### config.mk
export PLATFORM = sky130hd
export DESIGN_NAME = q4k_ctrl
export DESIGN_NICKNAME = d
export VERILOG_FILES = /design/src/q4k_pkg.sv /design/src/q4k_ctrl.sv
export SDC_FILE = /design/constraint.sdc
export NUM_CORES = 1
export LEC_CHECK = 0
export CORE_AREA = 2 2 39 41
export CTS_BUF_LIST = sky130_fd_sc_hd__clkbuf_2
export DETAILED_ROUTE_END_ITERATION = 16
export DIE_AREA = 0 0 41 43
export DONT_BUFFER_PORTS = 1
export PLACE_DENSITY = 0.38
export SLEW_MARGIN = 20
export SYNTH_ARGS = -nofsm -noshare
export SYNTH_HDL_FRONTEND = slang
export SYNTH_SLANG_ARGS = --single-unit
### constraint.sdc
create_clock -name clk -period 1.85 [get_ports clk]
set_input_delay 0.2775 -clock clk [delete_from_list [all_inputs] [get_ports clk]]
set_output_delay 0.2775 -clock clk [all_outputs]
set_load 0.005 [all_outputs]
### src/q4k_pkg.sv
// Shared types, constants and float helpers for the block dequantizer.
`timescale 1ns / 1ps
package q4k_pkg;
    localparam int unsigned ELEM_LIMIT_W = 9;
    localparam logic [8:0] ELEM_LIMIT_RESET = 9'd256;
    localparam int unsigned SCALE_BYTES = 8;

    typedef enum logic [1:0] {
        OP_SCALE_BYTE = 2'd0,
        OP_BLOCK_SCALE = 2'd1,
        OP_BLOCK_MIN = 2'd2,
        OP_QUANT_BYTE = 2'd3
    } opcode_t;

    typedef enum logic [2:0] {
        ST_IDLE,
        ST_MUL1,
        ST_MUL2,
        ST_SUB,
        ST_OUT
    } state_t;

    typedef struct packed {
        logic load_item;
        logic do_mul1;
        logic do_mul2;
        logic do_sub;
    } q4k_cmd_t;

    typedef struct packed {
        logic has_elem0;
        logic has_elem1;
    } q4k_status_t;

    localparam logic [31:0] FP32_QNAN = 32'h7FC00000;

    function automatic logic [31:0] half_to_single(input logic [15:0] h);
        logic [31:0] r;
        logic [7:0] ex;
        begin
            ex = {3'd0, h[14:10]} + 8'd112;
            if (h[14:10] == 5'd0)
                r = {h[15], 31'd0};
            else if (h[14:10] == 5'h1F)
                r = {h[15], 8'hFF, (h[9:0] != 10'd0), 22'd0};
            else
                r = {h[15], ex, h[9:0], 13'd0};
            return r;
        end
    endfunction

    // Exact small integer 0..15 to single.
    function automatic logic [31:0] nib_to_single(input logic [3:0] n);
        logic [31:0] r;
        begin
            if (n[3])
                r = {1'b0, 8'd130, n[2:0], 20'd0};
            else if (n[2])
                r = {1'b0, 8'd129, n[1:0], 21'd0};
            else if (n[1])
                r = {1'b0, 8'd128, n[0], 22'd0};
            else if (n[0])
                r = {1'b0, 8'd127, 23'd0};
            else
                r = 32'd0;
            return r;
        end
    endfunction

    // Round-to-nearest-even single multiply, subnormals handled.
    function automatic logic [31:0] fmul(input logic [31:0] a, input logic [31:0] b);
        logic sa;
        logic sb;
        logic sr;
        logic [7:0] ea;
        logic [7:0] eb;
        logic [23:0] ma;
        logic [23:0] mb;
        logic [47:0] p;
        logic [5:0] lz;
        logic [5:0] i;
        logic signed [10:0] e;
        logic [49:0] w;
        logic [24:0] m;
        logic g;
        logic st;
        logic [31:0] r;
        logic a_nan;
        logic b_nan;
        logic a_inf;
        logic b_inf;
        logic a_zero;
        logic b_zero;
        logic [5:0] sh;
        begin
            sa = a[31];
            sb = b[31];
            sr = sa ^ sb;
            ea = a[30:23];
            eb = b[30:23];
            a_nan = (ea == 8'hFF) && (a[22:0] != 23'd0);
            b_nan = (eb == 8'hFF) && (b[22:0] != 23'd0);
            a_inf = (ea == 8'hFF) && (a[22:0] == 23'd0);
            b_inf = (eb == 8'hFF) && (b[22:0] == 23'd0);
            a_zero = (a[30:0] == 31'd0);
            b_zero = (b[30:0] == 31'd0);
            ma = {(ea != 8'd0), a[22:0]};
            mb = {(eb != 8'd0), b[22:0]};
            p = ma * mb;
            lz = 6'd48;
            for (i = 6'd0; i < 6'd48; i = i + 6'd1)
                if (p[i[5:0]])
                    lz = 6'd47 - i;
            // value = p * 2^(ea'+eb'-254-46); normalized top at bit 47
            e = $signed({3'd0, (ea == 8'd0) ? 8'd1 : ea})
                + $signed({3'd0, (eb == 8'd0) ? 8'd1 : eb}) - 11'sd126
                - $signed({5'd0, lz});
            w = {p, 2'b00} << lz;
            if (e < 11'sd1)
            begin
                sh = (e < -11'sd30) ? 6'd31 : 6'(11'sd1 - e);
                w = (w >> sh) | {49'd0, |(w & ~({50{1'b1}} << sh))};
                e = 11'sd0;
            end
            m = {1'b0, w[49:26]};
            g = w[25];
            st = |w[24:0];
            if (g && (st || m[0]))
                m = m + 25'd1;
            if (m[24])
            begin
                m = m >> 1;
                e = e + 11'sd1;
            end
            else if ((e == 11'sd0) && m[23])
                e = 11'sd1;
            if (a_nan || b_nan || (a_inf && b_zero) || (b_inf && a_zero))
                r = FP32_QNAN;
            else if (a_inf || b_inf || (e >= 11'sd255))
                r = {sr, 8'hFF, 23'd0};
            else if (a_zero || b_zero)
                r = {sr, 31'd0};
            else
                r = {sr, e[7:0], m[22:0]};
            return r;
        end
    endfunction

    // Round-to-nearest-even single subtract a - b.
    function automatic logic [31:0] fsub(input logic [31:0] a, input logic [31:0] b);
        logic [31:0] x;
        logic [31:0] y;
        logic [31:0] t;
        logic [31:0] r;
        logic [7:0] ex;
        logic [7:0] ey;
        logic [7:0] d;
        logic [27:0] mx;
        logic [27:0] my;
        logic [27:0] mm;
        logic [28:0] s;
        logic [4:0] lz;
        logic [5:0] i;
        logic signed [9:0] e;
        logic [24:0] m;
        logic x_nan;
        logic y_nan;
        begin
            x = a;
            y = {~b[31], b[30:0]};
            x_nan = (x[30:23] == 8'hFF) && (x[22:0] != 23'd0);
            y_nan = (y[30:23] == 8'hFF) && (y[22:0] != 23'd0);
            if (x[30:0] < y[30:0])
            begin
                t = x;
                x = y;
                y = t;
            end
            ex = x[30:23];
            ey = y[30:23];
            mx = {1'b0, (ex != 8'd0), x[22:0], 3'd0};
            my = {1'b0, (ey != 8'd0), y[22:0], 3'd0};
            d = ((ex == 8'd0) ? 8'd1 : ex) - ((ey == 8'd0) ? 8'd1 : ey);
            if (d > 8'd27)
                mm = {27'd0, |my};
            else
                mm = (my >> d) | {27'd0, |(my & ~({28{1'b1}} << d))};
            if (x[31] == y[31])
                s = {1'b0, mx} + {1'b0, mm};
            else
                s = {1'b0, mx} - {1'b0, mm};
            e = $signed({2'd0, (ex == 8'd0) ? 8'd1 : ex});
            if (s[27])
            begin
                s = {1'b0, s[28:1]} | {28'd0, s[0]};
                e = e + 10'sd1;
            end
            lz = 5'd0;
            for (i = 6'd0; i < 6'd27; i = i + 6'd1)
                if (s[i[4:0]])
                    lz = 5'(6'd26 - i);
            if ($signed({5'd0, lz}) >= e)
                lz = 5'(e - 10'sd1);
            s = s << lz;
            e = e - $signed({5'd0, lz});
            if (!s[26])
                e = 10'sd0;
            m = {1'b0, s[26:3]};
            if (s[2] && ((|s[1:0]) || m[0]))
                m = m + 25'd1;
            if (m[24])
            begin
                m = m >> 1;
                e = e + 10'sd1;
            end
            else if ((e == 10'sd0) && m[23])
                e = 10'sd1;
            if (x_nan || y_nan)
                r = FP32_QNAN;
            else if (ex == 8'hFF)
                r = ((ey == 8'hFF) && (x[31] != y[31])) ? FP32_QNAN : x;
            else if (s == 29'd0)
                r = {x[31] & y[31], 31'd0};
            else if (e >= 10'sd255)
                r = {x[31], 8'hFF, 23'd0};
            else
                r = {x[31], e[7:0], m[22:0]};
            return r;
        end
    endfunction
endpackage

### src/q4k_ctrl.sv
// Sequencer for header loads and per-element float steps.
`timescale 1ns / 1ps
module q4k_ctrl (
    input  logic clk,
    input  logic rst_n,
    input  logic in_valid,
    input  logic [1:0] in_op,
    output logic in_ready,
    output logic out_valid,
    input  logic out_ready,
    input  q4k_pkg::q4k_status_t status,
    output q4k_pkg::q4k_cmd_t cmd,
    output logic elem_sel,
    output logic last_flag
);
    import q4k_pkg::*;
    state_t state_reg;
    state_t state_next;
    logic sel_reg;
    logic sel_next;

    always_ff @(posedge clk or negedge rst_n)
    begin
        if (!rst_n)
        begin
            state_reg <= ST_IDLE;
            sel_reg <= 1'b0;
        end
        else
        begin
            state_reg <= state_next;
            sel_reg <= sel_next;
        end
    end

    always_comb
    begin
        state_next = state_reg;
        sel_next = sel_reg;
        cmd = '0;
        in_ready = 1'b0;
        out_valid = 1'b0;
        case (state_reg)
            ST_IDLE:
            begin
                in_ready = 1'b1;
                if (in_valid)
                begin
                    cmd.load_item = 1'b1;
                    if (in_op == OP_QUANT_BYTE)
                    begin
                        sel_next = 1'b0;
                        state_next = ST_MUL1;
                    end
                end
            end
            ST_MUL1:
            begin
                // start the selected element, or drop the byte if it does not survive
                if (sel_reg ? status.has_elem1 : status.has_elem0)
                begin
                    cmd.do_mul1 = 1'b1;
                    state_next = ST_MUL2;
                end
                else
                    state_next = ST_IDLE;
            end
            ST_MUL2:
            begin
                cmd.do_mul2 = 1'b1;
                state_next = ST_SUB;
            end
            ST_SUB:
            begin
                cmd.do_sub = 1'b1;
                state_next = ST_OUT;
            end
            ST_OUT:
            begin
                out_valid = 1'b1;
                if (out_ready)
                begin
                    if (!sel_reg && status.has_elem1)
                    begin
                        sel_next = 1'b1;
                        state_next = ST_MUL1;
                    end
                    else
                        state_next = ST_IDLE;
                end
            end
            default:
                state_next = ST_IDLE;
        endcase
    end

    assign elem_sel = sel_reg;
    assign last_flag = sel_reg || !status.has_elem1;
endmodule

==> After elaboration in Yosys (flattened, before gate mapping) <==
Index checks and enable logic that the tools add are counted.
{ "word_totals": {"register_bits": 4, "in_bits": 8, "output_inout_bits": 8, "wordCells": 39} }
{ "classes": {"n_eq_ne": 9, "n_mux": 20, "n_reduce_logical": 8} }
{ "ops": {"columns": ["operator", "count"], "rows": [
  ["one-hot mux 3 bit (5 select lines)", 1],
  ["two-way mux 1 bit", 14],
  ["two-way mux 3 bit", 3],
  ["!= test 2 bit (second input constant)", 4],
  ["== test 3 x 2 -> 1 bit (second input constant)", 2],
  ["AND reduction 5 bit", 1],
  ["== test 3 x 1 -> 1 bit (second input constant)", 1],
  ["== test 3 bit (second input constant)", 1],
  ["logical NOT 3 bit", 1],
  ["AND reduction 3 bit", 1],
  ["== test 2 bit (second input constant)", 1],
  ["logical NOT 1 bit", 2],
  ["two-way mux 2 bit", 1],
  ["one-hot mux 1 bit (2 select lines)", 1],
  ["nonzero test 2 bit", 1],
  ["logical AND 1 bit", 1],
  ["logical OR 1 bit", 1]
]} }

==> Depth between registers and ports, before layout <==
{ "logic_depth": {"depth_word": 5, "mapped_depth": 3, "ltp_nobuf": 3} }

==> Worst setup path before layout <==
Ideal clock, no wire load.
{ "synth_path": {"path_kind": "reg2out", "start": "register state_reg[1]", "end": "output port cmd[3] in the netlist's numbering", "arrival_time_ns": 0.849, "required_ns": 1.572, "slack_ns": 0.724, "stages_incl_launch_ff": 3, "path_buffers": 0, "cell_sequence": "dfrtp_1 nor3_1 and2_1"} }
{ "synth_lines": {"columns": ["item", "line", "rtl"], "rows": [
  ["start, declared", "q4k_ctrl.sv:17", "state_t state_reg;"],
  ["start signal, assigned", "q4k_ctrl.sv:31", "state_reg <= state_next;"],
  ["end, declared", "q4k_ctrl.sv:12", "output q4k_pkg::q4k_cmd_t cmd,"]
]} }

==> metrics.yaml <==
run_status:
  status: "complete, no violations"
sta:
  finalClockSkew_ns: 0.000474
  hold_viol: 0
  holdWs_ns: 0.243
  fin_crit_sh_pct: 76.0
  tightest_slew_ns: 0.317
  setup_viol: 0
  max-slew-margin-rel_pct: 78.8
  setup_tns_ns: 0
  rsz0062_at_grt: "no"
  min_period_ns: 1.41
  finalMaxSlewViolations: 0
  fmax_mhz: 711
floorplan:
  ios: 16
  initial_utilization_pct: 17.0
  dieArea_sq_um: 1760
  die_w_microns: 41
  chipHeight_microns: 43
  core_area_sq_um: 1380
  fp-row-count: 14
logic_synthesis:
  synth_area_sq_um: 235
  ys_ff_latch: 4
  async_reset_ff_share_pct: 100
  syn_nets: 31
  synthDistinctLibCells: 18
  synth_cells: 23
  yosysMostFrequentCell: "dfrtp_1"
  synth_flop_cell: "dfrtp_1"
  yosysWarnings: 0
  yosysTopAreaCell: "dfrtp_1"
  avgSynthCellArea_sq_um: 10.2
  ys_seq_area_share_pct: 42.6
  synth-edff-count: 0
  yosysTopAreaCellShare_pct: 42.6
  yosys-top-cells-count: "dfrtp_1 (4), and2_1 (2), nor2_1 (2)"
  synth_area_leaders: "dfrtp_1 (43%), nor4b_2 (6.4%), and2_1 (5.3%)"
grt:
  grt_pass1_vias: 229
  grt_max_degree: 9
  grtUsageTotal_pct: 8.17
  antenna_found_initial: 0
  grt_pass1_wl_microns: 924
  grt_overflow_total: 0
finish:
  nets: 37
  regArea_sq_um: 100
  area_delta_synth_final_pct: 19.1
  fin_util_pct: 20.3
  fillers: 161
  antennaDiodeCount: 0
  multi_input_area_sq_um: 131
  drive_gt1_share_pct: 14.8
  largest_register_ffs: 3
  design_area_sq_um: 280
power_and_ir_drop:
  ir_drop_v: 0.000285
  power_w: 0.000398
  pwr_density_cell_nw_per_um2: 1420
  p_leak_nw: 0.127
routing:
  drt_iter0_drc: 7
  routed_via_density: 4.74
  dr_wl_met3_microns: 47
  drt-met1-wl_microns: 209
  top_layer: "met4"
  drc: 0
  dr_wl_met2_microns: 263
  routed-via-count: 204
  ant_nets: 0
  wl_per_cell_microns: 12.5
  drt-total-wl_microns: 536
  drtPass1Iterations: 4
clocking:
  clk_pin_slew_ns: 0.04
  htree_levels: 1
  cts_tree: "built"
  cts_root_buffer: "clkbuf_2"
  clock-sinks: 4
  clock_path_buffers: 2
  insertion_delay_ns: 0.19
  cts_buffers: 3
  cts_setup_buffers: 0
  cts_hold_buf: 1
  cts_resized: 0
critical_path:
  critPathLaunchType: "register"
  crit_required_ns: 1.57
  r2r-end: "state_reg[1]$_DFFE_PN0P_"
  ff2ff_setup_slack_ns: 0.73
  setup.worst_path.end_class: "output pin"
  cp.arrival_ns: 1.13
  ff2ff_path_depth: 3
  crit_fanout: 7
  r2r_start: "elem_sel$_DFFE_PN0P_"
  worstSetupPathType: "register to output pin"
placed_design:
  gp_congestion: 0.649
  numPortBuffers: 0
  placed_area_sq_um: 255
  place_hpwl_microns: 449
worst_hold_path:
  worstHoldStart: "out_ready"
  hp-class: "input port to register"
  min_path_cells: 2
  holdPathEnd: "state_reg[2]$_DFFE_PN0P_"
flow_run:
  drv_cap: 0
metrics by stage:
step / std cells / setup WS [ns]
floorplan: 23 / 0.724
global placement: 39 / 0.621
detailed placement: 39 / 0.637
CTS: 43 / 0.412
global route: 43 / 0.342
finish: 43 / 0.443
routing by layer:
layer	vias to the layer above	global-route usage, %
li1	96	-
met1	98	9.77
met2	8	9.69
met3	2	5.76
met4	0	6.00
met5	-	0
worst max-delay path, stage by stage, from the launching register on:
cell,delay [ns]
dfrtp_1,0.43
nor3_1,0.31
and2_1,0.19
layout by cell type (no fill, tap or decap):
cell / count
nor3_1: 1
nand3_1: 1
nor2_1: 2
and2_1: 2
nand2b_1: 1
nand4_1: 1
inv_1: 1
dlygate4sd3_1: 1
a21o_1: 1
mux2i_1: 1
a211oi_1: 1
and3b_1: 1
nor3b_1: 1
a22o_1: 1
or2_1: 1
a31o_1: 1
a311oi_1: 1
clkbuf_2: 3
nor4b_2: 1
dfrtp_1: 4
cells by family after synthesis:
family | count (synthesis) | share of synthesized area, %
simple gates | 12 | 34.0
compound gates | 5 | 17.6
flops | 4 | 42.6
buf+inv | 1 | 1.59
mux | 1 | 4.26
cell type report:
class	instances	share of cell area [%]
Clock buffer	3	5.36
Inverter	1	1.34
Multi-Input combinational cell	18	46.9
Sequential cell	4	35.7
Tap cell	16	7.14
Timing Repair Buffer	1	3.57
where the power goes:
| part | internal, W | switching [W] | leakage, nW |
|---|---|---|---|
| clock | 0.0000436 | 0.0000309 | 0.0125 |
| sequential | 0.000122 | 0.0000568 | 0.0521 |
| combinational | 0.0000777 | 0.0000677 | 0.0629 |
| total | 0.000243 | 0.000155 | 0.127 |
worst max path at each step:
stage / start / to / slack [ns] / depth (start not counted)
after floorplan: state_reg[1]$_DFFE_PN0P_ / cmd[3] / 0.72 / 2
after global placement: state_reg[1]$_DFFE_PN0P_ / cmd[3] / 0.62 / 2
after detailed placement: state_reg[1]$_DFFE_PN0P_ / cmd[3] / 0.64 / 2
after CTS: state_reg[1]$_DFFE_PN0P_ / cmd[3] / 0.41 / 2
after global routing: state_reg[1]$_DFFE_PN0P_ / cmd[3] / 0.34 / 2
final: state_reg[1]$_DFFE_PN0P_ / cmd[3] / 0.44 / 2
No activity file was read; power rests on OpenSTA's default activity.
